File: config.mk
export PLATFORM = sky130hd
export DESIGN_NAME = top_k_score_select
export DESIGN_NICKNAME = d
export VERILOG_FILES = /design/src/design/tkss_pkg.sv /design/src/design/tkss_front.sv /design/src/design/tkss_queue.sv /design/src/design/tkss_back.sv /design/src/design/top_k_score_select.sv
export SDC_FILE = /design/constraint.sdc
export NUM_CORES = 1
export LEC_CHECK = 0
export BUFFER_PORTS_ARGS = -buffer_cell sky130_fd_sc_hd__buf_2
export CAP_MARGIN = 15
export CORE_ASPECT_RATIO = 1.75
export CORE_MARGIN = 1.5
export CORE_UTILIZATION = 31
export DETAILED_ROUTE_END_ITERATION = 8
export GPL_ROUTABILITY_DRIVEN = 0
export PLACE_DENSITY = 0.52
export SETUP_SLACK_MARGIN = 0.05
export SYNTH_ARGS = -nofsm -noshare
export SYNTH_HDL_FRONTEND = slang
export SYNTH_SLANG_ARGS = --single-unit
File: constraint.sdc
create_clock -name aclk -period 29.1 [get_ports aclk]
set_input_delay 4.365 -clock aclk [delete_from_list [all_inputs] [get_ports aclk]]
set_output_delay 4.365 -clock aclk [all_outputs]
set_load 0.05 [all_outputs]
File: src/design/tkss_pkg.sv
// Shared types and constants for the top-K score selector.
// Used by every module of the block; no dependencies of its own.
package tkss_pkg;

    localparam int TOP_COUNT   = 5;
    localparam int MAX_CLASSES = 1024;
    localparam int SCORE_BITS  = 16;
    localparam int IDX_W       = $clog2(MAX_CLASSES);
    localparam int RANK_W      = 3;
    localparam int QUEUE_DEPTH = 2;
    localparam int QPTR_W      = $clog2(QUEUE_DEPTH);
    localparam int QCNT_W      = $clog2(QUEUE_DEPTH + 1);

    localparam logic [SCORE_BITS-1:0] THRESH_RESET  = SCORE_BITS'(19661);
    localparam logic [IDX_W-1:0]      LAST_POSITION = IDX_W'(MAX_CLASSES - 1);
    localparam logic [RANK_W-1:0]     LAST_RANK     = RANK_W'(TOP_COUNT - 1);

    // Sorted top list, slot 0 highest; valid is always a run of low bits
    typedef struct packed {
        logic [TOP_COUNT-1:0]                 valid;
        logic [TOP_COUNT-1:0][IDX_W-1:0]      index;
        logic [TOP_COUNT-1:0][SCORE_BITS-1:0] score;
    } topk_list_t;

    typedef struct packed {
        logic full;
        logic head_valid;
    } queue_status_t;

endpackage

File: src/design/tkss_front.sv
// Front end of the top-K selector: accepts scores and inserts each into the sorted list.
// On a last item pushes the finished list to the snapshot queue. Depends on tkss_pkg.
module tkss_front import tkss_pkg::*; (
    input  logic                  aclk,
    input  logic                  aresetn,
    input  logic                  s_valid,
    output logic                  s_ready,
    input  logic [SCORE_BITS-1:0] s_score,
    input  logic                  s_last,
    input  queue_status_t         q_status,
    output logic                  push,
    output topk_list_t            push_list
);

    topk_list_t           list_reg, list_next, list_ins;
    logic [IDX_W-1:0]     position_reg, position_next;
    logic [TOP_COUNT-1:0] gt;
    logic [TOP_COUNT-1:0] first;
    logic                 accept;

    assign s_ready = !q_status.full;
    assign accept  = s_valid && s_ready;
    assign push    = accept && s_last;

    // gt is a thermometer: once the new score beats a slot it beats all below
    always_comb begin
        for (int k = 0; k < TOP_COUNT; k++) begin
            gt[k] = !list_reg.valid[k] || (s_score > list_reg.score[k]);
        end
        first = gt & ~(gt << 1);

        list_ins = list_reg;
        if (gt[0]) begin
            list_ins.score[0] = s_score;
            list_ins.index[0] = position_reg;
            list_ins.valid[0] = 1'b1;
        end
        for (int k = 1; k < TOP_COUNT; k++) begin
            if (first[k]) begin
                list_ins.score[k] = s_score;
                list_ins.index[k] = position_reg;
                list_ins.valid[k] = 1'b1;
            end else if (gt[k]) begin
                list_ins.score[k] = list_reg.score[k-1];
                list_ins.index[k] = list_reg.index[k-1];
                list_ins.valid[k] = list_reg.valid[k-1];
            end
        end
    end

    assign push_list = list_ins;

    always_comb begin
        list_next     = list_reg;
        position_next = position_reg;
        if (accept) begin
            list_next = list_ins;
            if (position_reg != LAST_POSITION) begin
                position_next = position_reg + IDX_W'(1);
            end
            if (s_last) begin
                list_next.valid = '0;
                position_next   = '0;
            end
        end
    end

    always_ff @(posedge aclk) begin
        list_reg.score <= list_next.score;
        list_reg.index <= list_next.index;
        if (!aresetn) begin
            list_reg.valid <= '0;
            position_reg   <= '0;
        end else begin
            list_reg.valid <= list_next.valid;
            position_reg   <= position_next;
        end
    end

`ifndef SYNTHESIS
    // Filled slots always form a prefix of the list
    a_valid_prefix: assert property (@(posedge aclk) disable iff (!aresetn)
        ((list_reg.valid & (list_reg.valid + TOP_COUNT'(1))) == '0))
        else $error("top list valid bits are not a prefix");
`endif

endmodule

File: src/design/tkss_queue.sv
// Snapshot queue between the insertion front end and the result emitter.
// Holds finished top lists in registers. Depends on tkss_pkg.
module tkss_queue import tkss_pkg::*; (
    input  logic          aclk,
    input  logic          aresetn,
    input  logic          push,
    input  topk_list_t    push_list,
    input  logic          pop,
    output queue_status_t q_status,
    output topk_list_t    head_list
);

    topk_list_t                          entry_reg [QUEUE_DEPTH];
    logic [QPTR_W-1:0]                   wr_ptr_reg, wr_ptr_next;
    logic [QPTR_W-1:0]                   rd_ptr_reg, rd_ptr_next;
    logic [QCNT_W-1:0]                   count_reg, count_next;

    assign q_status.full       = (count_reg == QCNT_W'(QUEUE_DEPTH));
    assign q_status.head_valid = (count_reg != '0);
    assign head_list           = entry_reg[rd_ptr_reg];

    always_comb begin
        wr_ptr_next = wr_ptr_reg;
        rd_ptr_next = rd_ptr_reg;
        count_next  = count_reg;
        if (push) begin
            wr_ptr_next = (wr_ptr_reg == QPTR_W'(QUEUE_DEPTH - 1)) ? '0
                                                                    : wr_ptr_reg + QPTR_W'(1);
        end
        if (pop) begin
            rd_ptr_next = (rd_ptr_reg == QPTR_W'(QUEUE_DEPTH - 1)) ? '0
                                                                    : rd_ptr_reg + QPTR_W'(1);
        end
        if (push && !pop) begin
            count_next = count_reg + QCNT_W'(1);
        end else if (pop && !push) begin
            count_next = count_reg - QCNT_W'(1);
        end
    end

    always_ff @(posedge aclk) begin
        if (push) begin
            entry_reg[wr_ptr_reg] <= push_list;
        end
        if (!aresetn) begin
            wr_ptr_reg <= '0;
            rd_ptr_reg <= '0;
            count_reg  <= '0;
        end else begin
            wr_ptr_reg <= wr_ptr_next;
            rd_ptr_reg <= rd_ptr_next;
            count_reg  <= count_next;
        end
    end

`ifndef SYNTHESIS
    a_no_overflow: assert property (@(posedge aclk) disable iff (!aresetn)
        q_status.full |-> !push)
        else $error("snapshot queue written while full");
    a_no_underflow: assert property (@(posedge aclk) disable iff (!aresetn)
        pop |-> q_status.head_valid)
        else $error("snapshot queue read while empty");
`endif

endmodule

File: src/design/tkss_back.sv
// Result emitter of the top-K selector: walks the head snapshot rank by rank into
// a registered output stage and releases the snapshot after the last rank. Depends on tkss_pkg.
module tkss_back import tkss_pkg::*; (
    input  logic                  aclk,
    input  logic                  aresetn,
    input  queue_status_t         q_status,
    input  topk_list_t            head_list,
    input  logic [SCORE_BITS-1:0] threshold,
    output logic                  pop,
    output logic                  m_valid,
    input  logic                  m_ready,
    output logic [RANK_W-1:0]     m_rank,
    output logic [IDX_W-1:0]      m_class_index,
    output logic [SCORE_BITS-1:0] m_top_score,
    output logic                  m_filled,
    output logic                  m_accepted,
    output logic                  m_end_of_run
);

    logic [RANK_W-1:0]     rank_reg, rank_next;
    logic                  m_valid_reg, m_valid_next;
    logic [RANK_W-1:0]     m_rank_reg;
    logic [IDX_W-1:0]      m_index_reg;
    logic [SCORE_BITS-1:0] m_score_reg;
    logic                  m_filled_reg, m_accepted_reg, m_end_reg;
    logic                  load, is_last_rank, slot_filled;

    assign load         = q_status.head_valid && (!m_valid_reg || m_ready);
    assign is_last_rank = (rank_reg == LAST_RANK);
    assign pop          = load && is_last_rank;
    assign slot_filled  = head_list.valid[rank_reg];

    always_comb begin
        rank_next    = rank_reg;
        m_valid_next = m_valid_reg;
        if (load) begin
            rank_next    = is_last_rank ? '0 : rank_reg + RANK_W'(1);
            m_valid_next = 1'b1;
        end else if (m_ready) begin
            m_valid_next = 1'b0;
        end
    end

    always_ff @(posedge aclk) begin
        if (load) begin
            m_rank_reg     <= rank_reg;
            m_index_reg    <= slot_filled ? head_list.index[rank_reg] : '0;
            m_score_reg    <= slot_filled ? head_list.score[rank_reg] : '0;
            m_filled_reg   <= slot_filled;
            m_accepted_reg <= head_list.valid[0] && (head_list.score[0] >= threshold);
            m_end_reg      <= is_last_rank;
        end
        if (!aresetn) begin
            rank_reg    <= '0;
            m_valid_reg <= 1'b0;
        end else begin
            rank_reg    <= rank_next;
            m_valid_reg <= m_valid_next;
        end
    end

    assign m_valid       = m_valid_reg;
    assign m_rank        = m_rank_reg;
    assign m_class_index = m_index_reg;
    assign m_top_score   = m_score_reg;
    assign m_filled      = m_filled_reg;
    assign m_accepted    = m_accepted_reg;
    assign m_end_of_run  = m_end_reg;

`ifndef SYNTHESIS
    a_end_on_last_rank: assert property (@(posedge aclk) disable iff (!aresetn)
        m_valid_reg |-> (m_end_reg == (m_rank_reg == LAST_RANK)))
        else $error("end of run flag does not match the final rank");
    a_empty_slot_zero: assert property (@(posedge aclk) disable iff (!aresetn)
        (m_valid_reg && !m_filled_reg) |-> (m_score_reg == '0 && m_index_reg == '0))
        else $error("unfilled rank carries a nonzero payload");
`endif

endmodule

File: src/design/top_k_score_select.sv
// Top level of the streaming top-K score selector with class index.
// Instantiates tkss_front, tkss_queue and tkss_back; depends on tkss_pkg.
//
// Scores arrive one per cycle on the s_ channel; each is inserted into a sorted list of the
// TOP_COUNT best scores in the cycle it is accepted (parallel compares against every slot, ties
// keep the earlier class first), so s_ready stays high at one item per cycle while the queue
// has room. On the item marked last the finished list goes into a two-entry snapshot queue
// and the front end starts the next vector at once. The emitter then delivers TOP_COUNT results,
// one per cycle while m_ready holds, through a registered output stage; the list is registered
// in the queue before rank 0 is presented. s_ready drops only while both snapshot entries wait,
// which happens when vectors shorter than TOP_COUNT items arrive faster than their results
// drain or when m_ready stalls the emitter; it stays low in the cycle that frees an entry and
// rises in the next. The threshold is written on the cfg_ channel, accepted every cycle.
module top_k_score_select import tkss_pkg::*; (
    input  logic                  aclk,
    input  logic                  aresetn,
    input  logic                  cfg_valid,
    output logic                  cfg_ready,
    input  logic [SCORE_BITS-1:0] cfg_data,
    input  logic                  s_valid,
    output logic                  s_ready,
    input  logic [SCORE_BITS-1:0] s_score,
    input  logic                  s_last,
    output logic                  m_valid,
    input  logic                  m_ready,
    output logic [RANK_W-1:0]     m_rank,
    output logic [IDX_W-1:0]      m_class_index,
    output logic [SCORE_BITS-1:0] m_top_score,
    output logic                  m_filled,
    output logic                  m_accepted,
    output logic                  m_end_of_run
);

    logic [SCORE_BITS-1:0] threshold_reg;
    queue_status_t         q_status;
    topk_list_t            push_list, head_list;
    logic                  push, pop;

    assign cfg_ready = 1'b1;

    always_ff @(posedge aclk) begin
        if (!aresetn) begin
            threshold_reg <= THRESH_RESET;
        end else if (cfg_valid) begin
            threshold_reg <= cfg_data;
        end
    end

    tkss_front u_front (
        .aclk      (aclk),
        .aresetn   (aresetn),
        .s_valid   (s_valid),
        .s_ready   (s_ready),
        .s_score   (s_score),
        .s_last    (s_last),
        .q_status  (q_status),
        .push      (push),
        .push_list (push_list)
    );

    tkss_queue u_queue (
        .aclk      (aclk),
        .aresetn   (aresetn),
        .push      (push),
        .push_list (push_list),
        .pop       (pop),
        .q_status  (q_status),
        .head_list (head_list)
    );

    tkss_back u_back (
        .aclk          (aclk),
        .aresetn       (aresetn),
        .q_status      (q_status),
        .head_list     (head_list),
        .threshold     (threshold_reg),
        .pop           (pop),
        .m_valid       (m_valid),
        .m_ready       (m_ready),
        .m_rank        (m_rank),
        .m_class_index (m_class_index),
        .m_top_score   (m_top_score),
        .m_filled      (m_filled),
        .m_accepted    (m_accepted),
        .m_end_of_run  (m_end_of_run)
    );

endmodule
==> flow_metrics.env <==
export IMPL_timing_final_crit_period_ns=7.36
export IMPL_io_pins=73
export IMPL_hold_end="threshold_reg[0]"
export IMPL_setup_viol=0
export IMPL_synth_warnings=0
export IMPL_dieArea_um2=72100
export IMPL_largest_reg_flops=270
export IMPL_post_cts_buffers=0
export IMPL_worst_slack_ns=21.74
export IMPL_start_util=0.313
export IMPL_rrSetupSlack_ns=25.30
export IMPL_max_clock_freq_mhz=136
export IMPL_die_w_um=204
export IMPL_die_h_um=354
export IMPL_path_class="in2reg"
export IMPL_cellLeakagePower_nw=9.45
export IMPL_vias=12700
export IMPL_final_util=0.354
export IMPL_syn_cell_area_um2=21800
export IMPL_tns_ns=0
export IMPL_synthDistinctLibCells=51
export IMPL_synth_edf_count=432
export IMPL_cts_buffer_depth=3
export IMPL_r2r_cells=10
export IMPL_drtIter0Drc=739
export IMPL_cp_arrival_ns=7.68
export IMPL_wirelength_um=56000
export IMPL_hold_depth=2
export IMPL_nNetsFinal=1753
export IMPL_hpwl_um=36100
export IMPL_coreArea_um2=69700
export IMPL_diodes=0
export IMPL_cts_tree="built"
export IMPL_root_buffer="clkbuf_16"
export IMPL_hold_violations=0
export IMPL_synth_seq_area_share=0.631
export IMPL_worstSkewPairLatency_ns=0.59
export IMPL_fin_crit_sh=0.253
export IMPL_fp_row_count=128
export IMPL_layout_drive_gt1_share=0.158
export IMPL_cts_max_level=2
export IMPL_hp_start="threshold_reg[0]"
export IMPL_synth_top_flop_cell="edfxtp_1"
export IMPL_antenna_found_initial=1
export IMPL_cp_cell_sequence="buf_2 -> ha_1 -> nand4_1 -> nor4_1 -> o21ai_0 -> a31oi_1 -> nand2b_4 -> buf_4 -> mux2_2 -> mux2_2"
export IMPL_grt_pass1_vias=13200
export IMPL_dr_pass1_iters=5
export IMPL_port_buffers=71
export IMPL_relSlewSlack=0.329
export IMPL_synth_seq_cells=472
export IMPL_syn_instance_count=1554
export IMPL_holdWs_ns=0.499
export IMPL_grtUsageTotal=0.156
export IMPL_post_cts_hold_buffer_count=0
export IMPL_avgViaCountPerCell=4.95
export IMPL_r2r_start="u_front.list_reg[62]"
export IMPL_syn_area_per_cell_um2=14.0
export IMPL_overflow=0
export IMPL_cts_buffers=45
export IMPL_cpMostUsedCell="mux2_2"
export IMPL_slowest_stage="buf_4"
export IMPL_cts_repair_resized=0
export IMPL_cpPeakStageDelay_ns=0.66
export IMPL_ir_worst_vdd_mv=0.0366
export IMPL_hp_class="reg2reg"
export IMPL_crit_path_end_kind="register"
export IMPL_drc=0
export IMPL_cts_reportedPaths_clkPinSlew_ns=0.06
export IMPL_final_max_slew_violation_count=0
export IMPL_skew_ns=0.0260
export IMPL_cts_sinks=472
export IMPL_reg2reg_to="u_queue.entry_reg[0][64]"
export IMPL_status="complete, no violations"
export IMPL_pre_cts_ws_ns=21.17
export IMPL_grt_pass1_wl_um=83800
export IMPL_worstMarginPinSlew_ns=0.996
export IMPL_area_delta_synth_final_pct=13.0
export IMPL_p_per_area_nw_per_um2=66.4
export IMPL_cp_required_ns=29.42
export IMPL_final_antenna_net_count=0
export IMPL_async_reset_ff_frac=0
export IMPL_wl_per_cell_um=21.9
export IMPL_grt_max_degree=60
export IMPL_rsz0062_at_grt="no"
export IMPL_start_kind="input port"
export IMPL_worstPathMaxFanout=55
export IMPL_maxCapViolCount=0
-- cell families (layout without fill, tap and decap cells) --
logic type      count (synthesis)  in the layout  synth area share
xor+xnor                       11             11           0.00441
fa+ha+maj                     100            100            0.0573
other cells                     1              3          0.000172
mux                           265            265             0.146
flops                         472            472             0.631
buf+inv                       179            272            0.0338
simple gates                  274            274            0.0587
compound gates                252            252            0.0684
-- cells in the mapped netlist, types with 2 or more instances --
| master | count | share of area |
|---|---|---|
| edfxtp_1 | 432 | 0.59 |
| mux2i_1 | 180 | 0.083 |
| a21oi_1 | 124 | 0.028 |
| nor2_1 | 122 | 0.021 |
| ha_1 | 100 | 0.057 |
| inv_1 | 98 | 0.017 |
| nand2_1 | 49 | 0.0084 |
| mux2_2 | 43 | 0.022 |
| clkbuf_1 | 41 | 0.0070 |
| dfxtp_1 | 40 | 0.037 |
| mux4_2 | 37 | 0.038 |
| and2_1 | 33 | 0.0095 |
| o21ai_0 | 33 | 0.0076 |
| buf_2 | 28 | 0.0064 |
| o22ai_1 | 27 | 0.0077 |
| a211oi_1 | 20 | 0.0069 |
| nand4_1 | 20 | 0.0057 |
| nor2b_1 | 17 | 0.0049 |
| a21o_1 | 12 | 0.0041 |
| o211ai_1 | 12 | 0.0041 |
| nand2b_1 | 10 | 0.0029 |
| nand3_1 | 9 | 0.0021 |
| xor2_1 | 7 | 0.0028 |
| buf_1 | 6 | 0.0010 |
| a22oi_1 | 5 | 0.0017 |
| mux2_4 | 5 | 0.0034 |
| buf_4 | 4 | 0.0014 |
| or3_1 | 4 | 0.0011 |
| xnor2_1 | 4 | 0.0016 |
| a2111oi_0 | 3 | 0.0012 |
| and4_1 | 3 | 0.0012 |
| o21a_1 | 3 | 0.0010 |
| a211o_1 | 2 | 0.00080 |
| a21bo_1 | 2 | 0.00092 |
| buf_6 | 2 | 0.0010 |
| nor4_1 | 2 | 0.00057 |
-- cells in the final DEF (no fill, tap or decap), drive strengths merged, types with 7 or more instances in the layout --
| cell type | netlist | final |
|---|---|---|
| mux2 | 48 | 48 |
| o211ai | 12 | 12 |
| nand3 | 9 | 9 |
| edfxtp | 432 | 432 |
| xor2 | 7 | 7 |
| dfxtp | 40 | 40 |
| nand2b | 10 | 10 |
| clkinv | 0 | 16 |
| o22ai | 27 | 27 |
| a21o | 12 | 12 |
| a21oi | 124 | 124 |
| o21ai | 34 | 34 |
| inv | 98 | 99 |
| a211oi | 20 | 20 |
| nor2b | 17 | 17 |
| nand2 | 49 | 49 |
| nor2 | 122 | 122 |
| nand4 | 20 | 20 |
| ha | 100 | 100 |
| clkbuf | 41 | 54 |
| buf | 40 | 93 |
| and2 | 34 | 34 |
| mux4 | 37 | 37 |
| mux2i | 180 | 180 |
-- layer usage --
layer	GRT usage	part of all wire
met1	0.167	0.37
met4	0.0794	0.051
met5	0	0.00018
met3	0.0223	0.036
met2	0.294	0.54
-- worst max path at each step --
stage,startpoint,end,cells past startpoint
finish,s_score[15],u_queue.entry_reg[0][64],10
global route,s_score[15],u_queue.entry_reg[0][64],10
global placement,s_score[15],u_front.list_reg[64],10
CTS,s_score[15],u_queue.entry_reg[0][122],10
floorplan,s_valid,u_queue.entry_reg[1][0],3
detailed placement,s_score[15],u_front.list_reg[64],10
-- stage by stage --
step	cell area [um2]	cells	power, mW
finish	24700	2559	1.64
global route	24700	2559	1.70
CTS	24700	2559	1.66
detailed placement	23200	2478	1.05
global placement	23200	2478	1.05
floorplan	21800	1556	0.979
-- area by class of cell --
cell class,count,area (um2)
multi-input cells,905,7390
inverters,98,368
fillers,6719,45000
clock inverters,27,302
repair buffers,93,520
clock buffers,54,1180
flip-flops and latches,472,13800
well taps,910,1140
-- critical path, delay by kind of cell --
family	cells	cell delay, ns
AOI/OAI and AO/OA	2	0.42
muxes	2	0.68
and+or+nand+nor	3	0.95
adders and majority gates	1	0.35
buffers and inverters	2	0.84
-- power breakdown --
group | internal, mW | switching, mW | total (mW) | leakage, nW
logic | 0.0689 | 0.138 | 0.207 | 4.34
registers | 0.806 | 0.0219 | 0.828 | 4.39
clock network | 0.344 | 0.260 | 0.604 | 0.715
total | 1.22 | 0.420 | 1.64 | 9.45
No activity file was read; power rests on OpenSTA's default activity.
